<file path="src/rtl/tgp_pkg.sv">
// Shared types, constants and a helper function for the text glyph placement block.
package tgp_pkg;

  // Pen coordinate width and derived widths
  localparam int COORD_BITS  = 16;
  localparam int SCREEN_W    = 16;
  localparam int WIDE_W      = ((COORD_BITS > SCREEN_W) ? COORD_BITS : SCREEN_W) + 2;

  // Tab stops are TAB_SPACES space widths apart
  localparam int TAB_SPACES  = 4;
  localparam int SPACE_W     = 8;
  localparam int TAB_W       = SPACE_W + $clog2(TAB_SPACES);
  localparam int DIV_STEPS   = COORD_BITS;
  localparam int CNT_W       = $clog2(DIV_STEPS);

  localparam logic [SPACE_W-1:0] DEFAULT_SPACE = 8'd8;

  // Control characters
  localparam logic [7:0] CH_TAB     = 8'd9;
  localparam logic [7:0] CH_NEWLINE = 8'd10;
  localparam logic [7:0] CH_RETURN  = 8'd13;

  // Stream payload widths
  localparam int IN_DATA_W  = 32;
  localparam int IN_USER_W  = 2;
  localparam int OUT_DATA_W = 72;
  localparam int CFG_ADDR_W = 3;
  localparam int CFG_DATA_W = 32;

  typedef logic signed [COORD_BITS-1:0] coord_t;
  typedef logic signed [WIDE_W-1:0]     wide_t;

  localparam wide_t COORD_MAX = wide_t'((64'sd1 <<< (COORD_BITS - 1)) - 64'sd1);
  localparam wide_t COORD_MIN = -COORD_MAX - wide_t'(1);

  // Register indexes on the configuration port
  typedef enum logic [CFG_ADDR_W-1:0] {
    CFG_ORIGIN_X      = 3'd0,
    CFG_ORIGIN_Y      = 3'd1,
    CFG_WRAP_WIDTH    = 3'd2,
    CFG_WRAP_ENABLE   = 3'd3,
    CFG_TEXT_COLOR    = 3'd4,
    CFG_LINE_PITCH    = 3'd5,
    CFG_GLYPH_SPACING = 3'd6,
    CFG_SPACE_WIDTH   = 3'd7
  } cfg_idx_e;

  typedef struct packed {
    logic signed [15:0] origin_x;
    logic signed [15:0] origin_y;
    logic [14:0]        wrap_width;
    logic               wrap_enable;
    logic [31:0]        text_color;
    logic [7:0]         line_pitch;
    logic signed [7:0]  glyph_spacing;
    logic [7:0]         space_width;
  } cfg_t;

  // Controller to datapath
  typedef struct packed {
    logic accept;
    logic place;
    logic div_step;
    logic tab_finish;
  } cmd_t;

  // Datapath to controller
  typedef struct packed {
    logic item_tab;
    logic item_glyph;
    logic div_last;
    logic out_free;
  } sts_t;

  typedef enum logic [3:0] {
    ST_IDLE  = 4'b0001,
    ST_PLACE = 4'b0010,
    ST_DIV   = 4'b0100,
    ST_TAB   = 4'b1000
  } state_e;

  // Clamp a wide signed value to the pen coordinate range
  function automatic coord_t sat_coord(wide_t v);
    coord_t r;
    if (v > COORD_MAX) begin
      r = COORD_MAX[COORD_BITS-1:0];
    end else if (v < COORD_MIN) begin
      r = COORD_MIN[COORD_BITS-1:0];
    end else begin
      r = v[COORD_BITS-1:0];
    end
    return r;
  endfunction

endpackage

</file>
<file path="src/rtl/tgp_cfg_regs.sv">
// Configuration register file for the text glyph placement block.
module tgp_cfg_regs (
  input  logic                           clk_i,
  input  logic                           rst_ni,
  input  logic                           valid_i,
  output logic                           ready_o,
  input  logic [tgp_pkg::CFG_ADDR_W-1:0] addr_i,
  input  logic [tgp_pkg::CFG_DATA_W-1:0] data_i,
  output tgp_pkg::cfg_t                  cfg_o
);
  import tgp_pkg::*;

  cfg_t cfg_q, cfg_d;

  assign ready_o = 1'b1;
  assign cfg_o   = cfg_q;

  // Register write decode
  always_comb begin
    cfg_d = cfg_q;
    if (valid_i) begin
      case (cfg_idx_e'(addr_i))
        CFG_ORIGIN_X:      cfg_d.origin_x      = data_i[15:0];
        CFG_ORIGIN_Y:      cfg_d.origin_y      = data_i[15:0];
        CFG_WRAP_WIDTH:    cfg_d.wrap_width    = data_i[14:0];
        CFG_WRAP_ENABLE:   cfg_d.wrap_enable   = data_i[0];
        CFG_TEXT_COLOR:    cfg_d.text_color    = data_i[31:0];
        CFG_LINE_PITCH:    cfg_d.line_pitch    = data_i[7:0];
        CFG_GLYPH_SPACING: cfg_d.glyph_spacing = data_i[7:0];
        CFG_SPACE_WIDTH:   cfg_d.space_width   = data_i[7:0];
        default:           cfg_d = cfg_q;
      endcase
    end
  end

  always_ff @(posedge clk_i or negedge rst_ni) begin
    if (!rst_ni) begin
      cfg_q               <= '0;
      cfg_q.line_pitch    <= 8'd16;
      cfg_q.space_width   <= 8'd8;
    end else begin
      cfg_q <= cfg_d;
    end
  end

endmodule

</file>
<file path="src/rtl/tgp_ctrl.sv">
// Sequencing state machine for the text glyph placement block.
module tgp_ctrl (
  input  logic          clk_i,
  input  logic          rst_ni,
  input  logic          in_valid_i,
  output logic          in_ready_o,
  input  tgp_pkg::sts_t sts_i,
  output tgp_pkg::cmd_t cmd_o
);
  import tgp_pkg::*;

  state_e state_q, state_d;

  assign in_ready_o = (state_q == ST_IDLE);

  // Next state and commands
  always_comb begin
    state_d = state_q;
    cmd_o   = '0;
    case (state_q)
      ST_IDLE: begin
        if (in_valid_i) begin
          cmd_o.accept = 1'b1;
          if (sts_i.item_tab) begin
            state_d = ST_DIV;
          end else if (sts_i.item_glyph) begin
            state_d = ST_PLACE;
          end
        end
      end
      ST_PLACE: begin
        if (sts_i.out_free) begin
          cmd_o.place = 1'b1;
          state_d     = ST_IDLE;
        end
      end
      ST_DIV: begin
        cmd_o.div_step = 1'b1;
        if (sts_i.div_last) begin
          state_d = ST_TAB;
        end
      end
      ST_TAB: begin
        cmd_o.tab_finish = 1'b1;
        state_d          = ST_IDLE;
      end
      default: state_d = ST_IDLE;
    endcase
  end

  always_ff @(posedge clk_i or negedge rst_ni) begin
    if (!rst_ni) begin
      state_q <= ST_IDLE;
    end else begin
      state_q <= state_d;
    end
  end

endmodule

</file>
<file path="src/rtl/tgp_datapath.sv">
// Pen state, tab remainder divider and result register of the glyph placement block.
module tgp_datapath (
  input  logic                           clk_i,
  input  logic                           rst_ni,
  input  tgp_pkg::cfg_t                  cfg_i,
  input  tgp_pkg::cmd_t                  cmd_i,
  output tgp_pkg::sts_t                  sts_o,
  input  logic [tgp_pkg::IN_DATA_W-1:0]  in_data_i,
  input  logic [tgp_pkg::IN_USER_W-1:0]  in_user_i,
  output logic                           out_valid_o,
  input  logic                           out_ready_i,
  output logic [tgp_pkg::OUT_DATA_W-1:0] out_data_o
);
  import tgp_pkg::*;

  // Request fields
  logic              in_new_text;
  logic              in_present;
  logic [7:0]        in_code;
  logic [7:0]        in_adv;
  logic signed [7:0] in_bx;
  logic signed [7:0] in_by;

  assign in_new_text = in_user_i[0];
  assign in_present  = in_user_i[1];
  assign in_code     = in_data_i[7:0];
  assign in_adv      = in_data_i[15:8];
  assign in_bx       = in_data_i[23:16];
  assign in_by       = in_data_i[31:24];

  // Pen and item registers
  coord_t            pen_x_q, pen_x_d;
  coord_t            pen_y_q, pen_y_d;
  logic [7:0]        code_q;
  logic [7:0]        adv_q;
  logic signed [7:0] bx_q;
  logic signed [7:0] by_q;

  // Divider registers
  logic [COORD_BITS-1:0] mag_q, mag_d;
  logic [TAB_W-1:0]      rem_q, rem_d;
  logic                  neg_q, neg_d;
  logic [CNT_W-1:0]      cnt_q, cnt_d;

  // Result register
  logic                out_valid_q, out_valid_d;
  logic [7:0]          o_code_q;
  logic [SCREEN_W-1:0] o_sx_q;
  logic [SCREEN_W-1:0] o_sy_q;
  logic [31:0]         o_color_q;

  // Decode of the offered item
  logic is_nl, is_cr, is_tab, is_glyph;
  assign is_nl    = (in_code == CH_NEWLINE);
  assign is_cr    = (in_code == CH_RETURN);
  assign is_tab   = (in_code == CH_TAB);
  assign is_glyph = in_present && !is_nl && !is_cr && !is_tab;

  // Origin, pen after the new-text flag, next line position
  coord_t ox, oy, px0, py0, py_step;
  wide_t  off_x;
  logic   wrap_hit;
  assign ox      = sat_coord(wide_t'(cfg_i.origin_x));
  assign oy      = sat_coord(wide_t'(cfg_i.origin_y));
  assign px0     = in_new_text ? ox : pen_x_q;
  assign py0     = in_new_text ? oy : pen_y_q;
  assign py_step = sat_coord(wide_t'(py0) + wide_t'(cfg_i.line_pitch));
  assign off_x   = wide_t'(px0) - wide_t'(ox);

  // Word wrap test on the incoming glyph
  assign wrap_hit = cfg_i.wrap_enable && (cfg_i.wrap_width != '0) &&
                    ((off_x + wide_t'(in_adv)) > wide_t'(cfg_i.wrap_width)) &&
                    (px0 > ox);

  // Tab width, zero space width taken as the default
  logic [SPACE_W-1:0] sw_eff;
  logic [TAB_W-1:0]   tab_w;
  assign sw_eff = (cfg_i.space_width == '0) ? DEFAULT_SPACE : cfg_i.space_width;
  assign tab_w  = TAB_W'(sw_eff * TAB_SPACES);

  // One restoring step of |offset| mod tab width
  logic [TAB_W:0] part;
  assign part = {rem_q, mag_q[COORD_BITS-1]};

  // Tab target: pen - signed remainder + tab width
  wide_t rem_s;
  assign rem_s = neg_q ? -wide_t'(rem_q) : wide_t'(rem_q);

  // Placement sums
  coord_t sx, sy, adv_x;
  wide_t  sx_w, sy_w;
  assign sx    = sat_coord(wide_t'(pen_x_q) + wide_t'(bx_q));
  assign sy    = sat_coord(wide_t'(pen_y_q) + wide_t'(by_q));
  assign sx_w  = wide_t'(sx);
  assign sy_w  = wide_t'(sy);
  assign adv_x = sat_coord(wide_t'(pen_x_q) + wide_t'(adv_q) + wide_t'(cfg_i.glyph_spacing));

  // Status
  assign sts_o.item_tab   = is_tab;
  assign sts_o.item_glyph = is_glyph;
  assign sts_o.div_last   = (cnt_q == CNT_W'(DIV_STEPS - 1));
  assign sts_o.out_free   = !out_valid_q || out_ready_i;

  // Pen and divider next state
  always_comb begin
    pen_x_d = pen_x_q;
    pen_y_d = pen_y_q;
    mag_d   = mag_q;
    rem_d   = rem_q;
    neg_d   = neg_q;
    cnt_d   = cnt_q;
    if (cmd_i.accept) begin
      pen_x_d = px0;
      pen_y_d = py0;
      if (is_nl) begin
        pen_x_d = ox;
        pen_y_d = py_step;
      end else if (is_cr) begin
        pen_x_d = ox;
      end else if (is_tab) begin
        neg_d = off_x[WIDE_W-1];
        mag_d = off_x[WIDE_W-1] ? COORD_BITS'(-off_x) : COORD_BITS'(off_x);
        rem_d = '0;
        cnt_d = '0;
      end else if (is_glyph && wrap_hit) begin
        pen_x_d = ox;
        pen_y_d = py_step;
      end
    end
    if (cmd_i.div_step) begin
      rem_d = (part >= {1'b0, tab_w}) ? TAB_W'(part - {1'b0, tab_w}) : TAB_W'(part);
      mag_d = mag_q << 1;
      cnt_d = cnt_q + CNT_W'(1);
    end
    if (cmd_i.tab_finish) begin
      pen_x_d = sat_coord(wide_t'(pen_x_q) - rem_s + wide_t'(tab_w));
    end
    if (cmd_i.place) begin
      pen_x_d = adv_x;
    end
  end

  // Result valid
  always_comb begin
    out_valid_d = out_valid_q;
    if (out_ready_i) begin
      out_valid_d = 1'b0;
    end
    if (cmd_i.place) begin
      out_valid_d = 1'b1;
    end
  end

  // Control state
  always_ff @(posedge clk_i or negedge rst_ni) begin
    if (!rst_ni) begin
      pen_x_q     <= '0;
      pen_y_q     <= '0;
      out_valid_q <= 1'b0;
    end else begin
      pen_x_q     <= pen_x_d;
      pen_y_q     <= pen_y_d;
      out_valid_q <= out_valid_d;
    end
  end

  // Payload
  always_ff @(posedge clk_i) begin
    mag_q <= mag_d;
    rem_q <= rem_d;
    neg_q <= neg_d;
    cnt_q <= cnt_d;
    if (cmd_i.accept) begin
      code_q <= in_code;
      adv_q  <= in_adv;
      bx_q   <= in_bx;
      by_q   <= in_by;
    end
    if (cmd_i.place) begin
      o_code_q  <= code_q;
      o_sx_q    <= sx_w[SCREEN_W-1:0];
      o_sy_q    <= sy_w[SCREEN_W-1:0];
      o_color_q <= cfg_i.text_color;
    end
  end

  assign out_valid_o = out_valid_q;
  assign out_data_o  = {o_color_q, o_sy_q, o_sx_q, o_code_q};

endmodule

</file>
<file path="src/rtl/text_glyph_placement_top.sv">
// Top level of the text glyph placement block.
//
//  Channel   Direction  Handshake                      Request contents
//  s_axis    in         s_axis_tvalid / s_axis_tready  one character with its glyph metrics
//  m_axis    out        m_axis_tvalid / m_axis_tready  one placed glyph
//  cfg       in         cfg_valid_i / cfg_ready_o      register index and write data
//
// Newline, return, missing glyphs and plain flag-only characters complete when accepted.
// A present glyph goes through accept, then placement into the output register.
// A tab goes through accept, 16 radix-2 steps of the remainder divider, then a final add.
// A placed glyph waits in the output register while m_axis stalls; further
// characters are still accepted until the next glyph needs that register.
// Reset clears the pen to (0, 0) and loads the register defaults; no clearing pass.
module text_glyph_placement_top (
  input  logic                           clk_i,
  input  logic                           rst_ni,
  // s_axis
  input  logic                           s_axis_tvalid,
  output logic                           s_axis_tready,
  // char_code[7:0], glyph_advance[15:8], glyph_bearing_x[23:16], glyph_bearing_y[31:24]
  input  logic [tgp_pkg::IN_DATA_W-1:0]  s_axis_tdata,
  // new_text[0], glyph_present[1]
  input  logic [tgp_pkg::IN_USER_W-1:0]  s_axis_tuser,
  // m_axis
  output logic                           m_axis_tvalid,
  input  logic                           m_axis_tready,
  // glyph_code[7:0], pos_x[23:8], pos_y[39:24], glyph_color[71:40]
  output logic [tgp_pkg::OUT_DATA_W-1:0] m_axis_tdata,
  // configuration
  input  logic                           cfg_valid_i,
  output logic                           cfg_ready_o,
  input  logic [tgp_pkg::CFG_ADDR_W-1:0] cfg_addr_i,
  input  logic [tgp_pkg::CFG_DATA_W-1:0] cfg_data_i
);
  import tgp_pkg::*;

  cfg_t cfg;
  cmd_t cmd;
  sts_t sts;

  tgp_cfg_regs u_cfg (
    .clk_i   (clk_i),
    .rst_ni  (rst_ni),
    .valid_i (cfg_valid_i),
    .ready_o (cfg_ready_o),
    .addr_i  (cfg_addr_i),
    .data_i  (cfg_data_i),
    .cfg_o   (cfg)
  );

  tgp_ctrl u_ctrl (
    .clk_i      (clk_i),
    .rst_ni     (rst_ni),
    .in_valid_i (s_axis_tvalid),
    .in_ready_o (s_axis_tready),
    .sts_i      (sts),
    .cmd_o      (cmd)
  );

  tgp_datapath u_dp (
    .clk_i       (clk_i),
    .rst_ni      (rst_ni),
    .cfg_i       (cfg),
    .cmd_i       (cmd),
    .sts_o       (sts),
    .in_data_i   (s_axis_tdata),
    .in_user_i   (s_axis_tuser),
    .out_valid_o (m_axis_tvalid),
    .out_ready_i (m_axis_tready),
    .out_data_o  (m_axis_tdata)
  );

endmodule

</file>
<file path="config.mk">
export PLATFORM = sky130hd
export DESIGN_NAME = text_glyph_placement_top
export DESIGN_NICKNAME = d
export VERILOG_FILES = /design/src/rtl/tgp_pkg.sv /design/src/rtl/tgp_cfg_regs.sv /design/src/rtl/tgp_ctrl.sv /design/src/rtl/tgp_datapath.sv /design/src/rtl/text_glyph_placement_top.sv
export SDC_FILE = /design/constraint.sdc
export NUM_CORES = 1
export LEC_CHECK = 0
export ABC_AREA = 1
export BUFFER_PORTS_ARGS = -buffer_cell sky130_fd_sc_hd__buf_2
export CAP_MARGIN = 10
export CORE_MARGIN = 5
export CORE_UTILIZATION = 61
export CTS_CLUSTER_DIAMETER = 60
export CTS_CLUSTER_SIZE = 8
export DETAILED_ROUTE_END_ITERATION = 8
export PLACE_DENSITY = 0.81
export SLEW_MARGIN = 20
export SYNTH_ARGS = -nofsm -noshare
export SYNTH_HDL_FRONTEND = slang
export SYNTH_SLANG_ARGS = --single-unit
export TNS_END_PERCENT = 100
</file>
<file path="constraint.sdc">
create_clock -name clk_i -period 6.1 [get_ports clk_i]
set_input_delay 1.525 -clock clk_i [delete_from_list [all_inputs] [get_ports clk_i]]
set_output_delay 1.525 -clock clk_i [all_outputs]
set_load 0.01 [all_outputs]
</file>
==> impl_metrics.py <==
metrics = {
    "worst_setup_path": {
        "cp-end-kind": "register",
        "rr_endpoint": "u_dp.pen_y_q[13]",
        "crit_path_top_delay_cell": "fa_2",
        "critical_path_class": "primary input to register",
        "regToRegSetupSlack_ns": 0.94,
        "critical_path.startpoint": "s_axis_tuser[0]",
        "cp.required_ns": 6.48,
        "path_max_fanout": 16,
        "slowest_delay_ns": 0.54,
        "worst-r2r-cell-count": 27,
        "cp_common_cell": "inv_1",
        "worst_ep_arrival_time_ns": 6.09,
        "start_kind": "primary input",
        "worstReg2RegStart": "u_dp.pen_x_q[0]",
    },
    "synthesis": {
        "synth_enable_flop_cells": 134,
        "synthCells": 2123,
        "synthesis.yosys.warnings": 0,
        "ys_seq_area_frac": 0.418,
        "ys_types": 62,
        "syn_nets": 2362,
        "synth-seq-cells": 276,
        "synth.cell_area_sq_mm": 0.0181,
        "syn-mean-instance-area_sq_um": 8.54,
        "async_flop_share": 0.511,
        "dominantRegCellSynth": "dfrtp_1",
    },
    "timing": {
        "min_period_over_period": 0.935,
        "relSlewSlack": 0.320,
        "min_period_ns": 5.71,
        "final-setup-viol-count": 0,
        "tightestPinTransition_ns": 1.02,
        "grt_setup_unrepaired": "false",
        "finalMaxSlewViolations": 0,
        "timing_hold_violations_final": 0,
        "max_freq_mhz": 175,
        "finClkSkew_ns": 0.0349,
        "final.setup.worst_slack_ns": 0.395,
    },
    "min_path": {
        "worstHoldEndpoint": "u_dp.o_code_q[1]",
        "worst_hold_path.num_cells": 0,
        "hold_path_startpoint": "u_dp.code_q[1]",
        "hp-class": "register to register",
    },
    "floorplanning": {
        "top_level_ports": 149,
        "initial_utilization": 0.615,
        "fp.coreArea_sq_mm": 0.0295,
        "std_cell_rows": 63,
        "floorplan.die.height_um": 182,
        "chipWidth_um": 182,
        "design.die.area_sq_mm": 0.0333,
    },
    "clock_network": {
        "ctsRootBufferMaster": "clkbuf_16",
        "cts_max_path_buffers": 3,
        "htree_levels": 2,
        "tritoncts.num_buffers": 42,
        "clk_pin_slew_worst_paths_ns": 0.05,
        "tritoncts": "yes",
        "cts.sinks": 276,
        "clkLatencyLatePin_ns": 0.54,
        "cts-hold-fix-buffers": 0,
    },
    "pwr": {
        "static-leakage-power_uw": 0.00994,
        "p_per_area_mw_per_mm2": 536,
        "ir_drop_v": 0.000400,
    },
    "global_route": {
        "via_count_of_the_first_global_routing_pass": 15500,
        "antenna_violations_before_repair": 0,
        "first_pass_grt_wire_length_mm": 80.5,
        "grt_start_max_net_pins": 102,
        "grt_overflow": 0,
        "global_route.usage.total": 0.302,
    },
    "layout": {
        "area.growth.synth_to_final_pct": 15.8,
        "nets": 2563,
        "final_cell_mix": "437 x nand2_1, 271 x inv_1, 197 x o21ai_0",
        "design_area_sq_mm": 0.0210,
        "proportion_of_layout_cells_with_a_drive_suffix_above_1": 0.156,
        "mostFrequentLayoutCell": "nand2_1",
        "number_of_diodes": 0,
    },
    "outcome": {
        "run_status": "finished, final reports clean",
    },
    "detailed_routing": {
        "antenna_violating_nets_post_route": 0,
        "post_drt_via_cell_ratio": 5.75,
        "routed_wirelength_mm": 50.9,
        "firstDrtPassIters": 8,
        "drt_iter0_markers": 1145,
        "routed-via-count": 15800,
        "drt_drc_violations_left": 0,
        "wire_per_inst_um": 18.5,
    },
    "place": {
        "dp_hpwl_mm": 38.4,
        "dpl_cell_area_sq_mm": 0.0196,
        "place.gp.congestion": 1.01,
        "port_buffers": 147,
        "detailedPlace.worstSlack_ns": -0.388,
    },
    "job": {
        "cap_viol_max_count": 0,
    },
}
-- worst max path at each step --
stage | slack, ns | depth (start not counted) | end
5_1_grt | 0.01 | 35 | u_dp.pen_y_q[13]
3_5_place_dp | -0.39 | 29 | u_dp.pen_x_q[9]
4_1_cts | 0.12 | 31 | u_dp.pen_x_q[1]
3_3_place_gp | -0.18 | 35 | u_dp.pen_x_q[15]
2_1_floorplan | 0.02 | 30 | u_dp.pen_y_q[14]
6_report | 0.39 | 28 | u_dp.pen_y_q[13]
-- sequential cells by signal (all words and copies together), names as in the netlist, 10 cells and up --
signal	flops
u_dp.pen_y_q	16
u_dp.o_sy_q	16
u_dp.o_color_q	32
u_dp.pen_x_q	16
u_dp.mag_q	16
u_cfg.cfg_o	104
u_dp.rem_q	10
u_dp.o_sx_q	16
-- kinds of logic (layout without fill, tap and decap cells) --
logic type	count (synthesis)	after routing	share of synthesized area
AND/OR/NAND/NOR	761	761	0.184
adder cells (fa/ha/maj)	165	165	0.124
XOR/XNOR	101	101	0.0488
buffers and inverters	343	577	0.0745
other	1	1	0.000207
AO/OA/AOI/OAI	459	459	0.140
flip-flops	276	276	0.418
multiplexers	17	17	0.0105
-- repair_timing --
item / in CTS / in global routing
endpoints found under the setup margin: 0 / 32
gates resized for setup: 0 / 16
setup buffers: 0 / 1
-- metrics by stage --
step / hold WS, ns / TNS, ns / utilization / power (uW) / std cells
global placement: 0.401 / -3.13 / 0.666 / 8680 / 2668
detailed placement: 0.406 / -10.41 / 0.666 / 8880 / 2668
CTS: 0.427 / 0 / 0.709 / 11200 / 2745
floorplan: 0.400 / 0 / - / 7180 / 2123
global route: 0.436 / 0 / 0.712 / 12200 / 2747
finish: 0.423 / 0 / 0.712 / 11300 / 2747
-- cells in the mapped netlist, types with 4 or more instances --
| library cell | n | area share |
|---|---|---|
| a21oi_1 | 144 | 0.040 |
| o21ai_1 | 27 | 0.0075 |
| o21a_1 | 4 | 0.0017 |
| xnor2_1 | 24 | 0.012 |
| nor4_1 | 7 | 0.0024 |
| o21ai_2 | 9 | 0.0043 |
| clkbuf_1 | 42 | 0.0087 |
| inv_1 | 271 | 0.056 |
| o21ai_0 | 202 | 0.056 |
| edfxtp_1 | 134 | 0.22 |
| mux2_2 | 16 | 0.0099 |
| a31oi_1 | 10 | 0.0035 |
| nand4_1 | 21 | 0.0072 |
| nand3_1 | 97 | 0.027 |
| xor2_1 | 77 | 0.037 |
| nand2_1 | 438 | 0.091 |
| nand2_2 | 21 | 0.0072 |
| o21bai_1 | 8 | 0.0033 |
| nand3_2 | 5 | 0.0028 |
| fa_1 | 24 | 0.027 |
| nand3b_1 | 11 | 0.0046 |
| or2_2 | 4 | 0.0014 |
| buf_2 | 8 | 0.0022 |
| nor2_1 | 106 | 0.022 |
| o211ai_1 | 23 | 0.0095 |
| nor2_4 | 4 | 0.0025 |
| buf_4 | 4 | 0.0017 |
| buf_6 | 4 | 0.0025 |
| ha_1 | 141 | 0.097 |
| nor3_1 | 34 | 0.0094 |
| inv_2 | 11 | 0.0023 |
| o31ai_1 | 8 | 0.0033 |
| dfrtp_1 | 138 | 0.19 |
-- metal layers --
layer | global-route usage | share of wire
met1 | 0.407 | 0.41
met3 | 0.0688 | 0.095
met2 | 0.486 | 0.46
met4 | 0.101 | 0.037
met5 | 0 | 0
-- critical path: cells and delay by family --
kind | cells | cell delay, ns
AO/OA/AOI/OAI | 8 | 1.27
adder cells (fa/ha/maj) | 4 | 1.43
buffers and inverters | 7 | 0.72
AND/OR/NAND/NOR | 9 | 1.12
-- power by group --
part | total [uW] | leakage (uW) | switching (uW) | internal [uW]
Combinational | 6150 | 0.00633 | 3790 | 2370
Sequential | 2900 | 0.00301 | 360 | 2540
Clock | 2210 | 0.000602 | 853 | 1350
Total | 11300 | 0.00994 | 5000 | 6260
-- final cells by class --
cell class              instances  area, sq um
inverters                     285         1080
fillers                      2331         8490
multi-input cells            1504         9280
well taps                     390          488
clock buffers                  71         1170
repair buffers                215         1300
flip-flops and latches        276         7580
clock inverters                 6          105
Note: power is estimated with default switching activity, not from simulation.
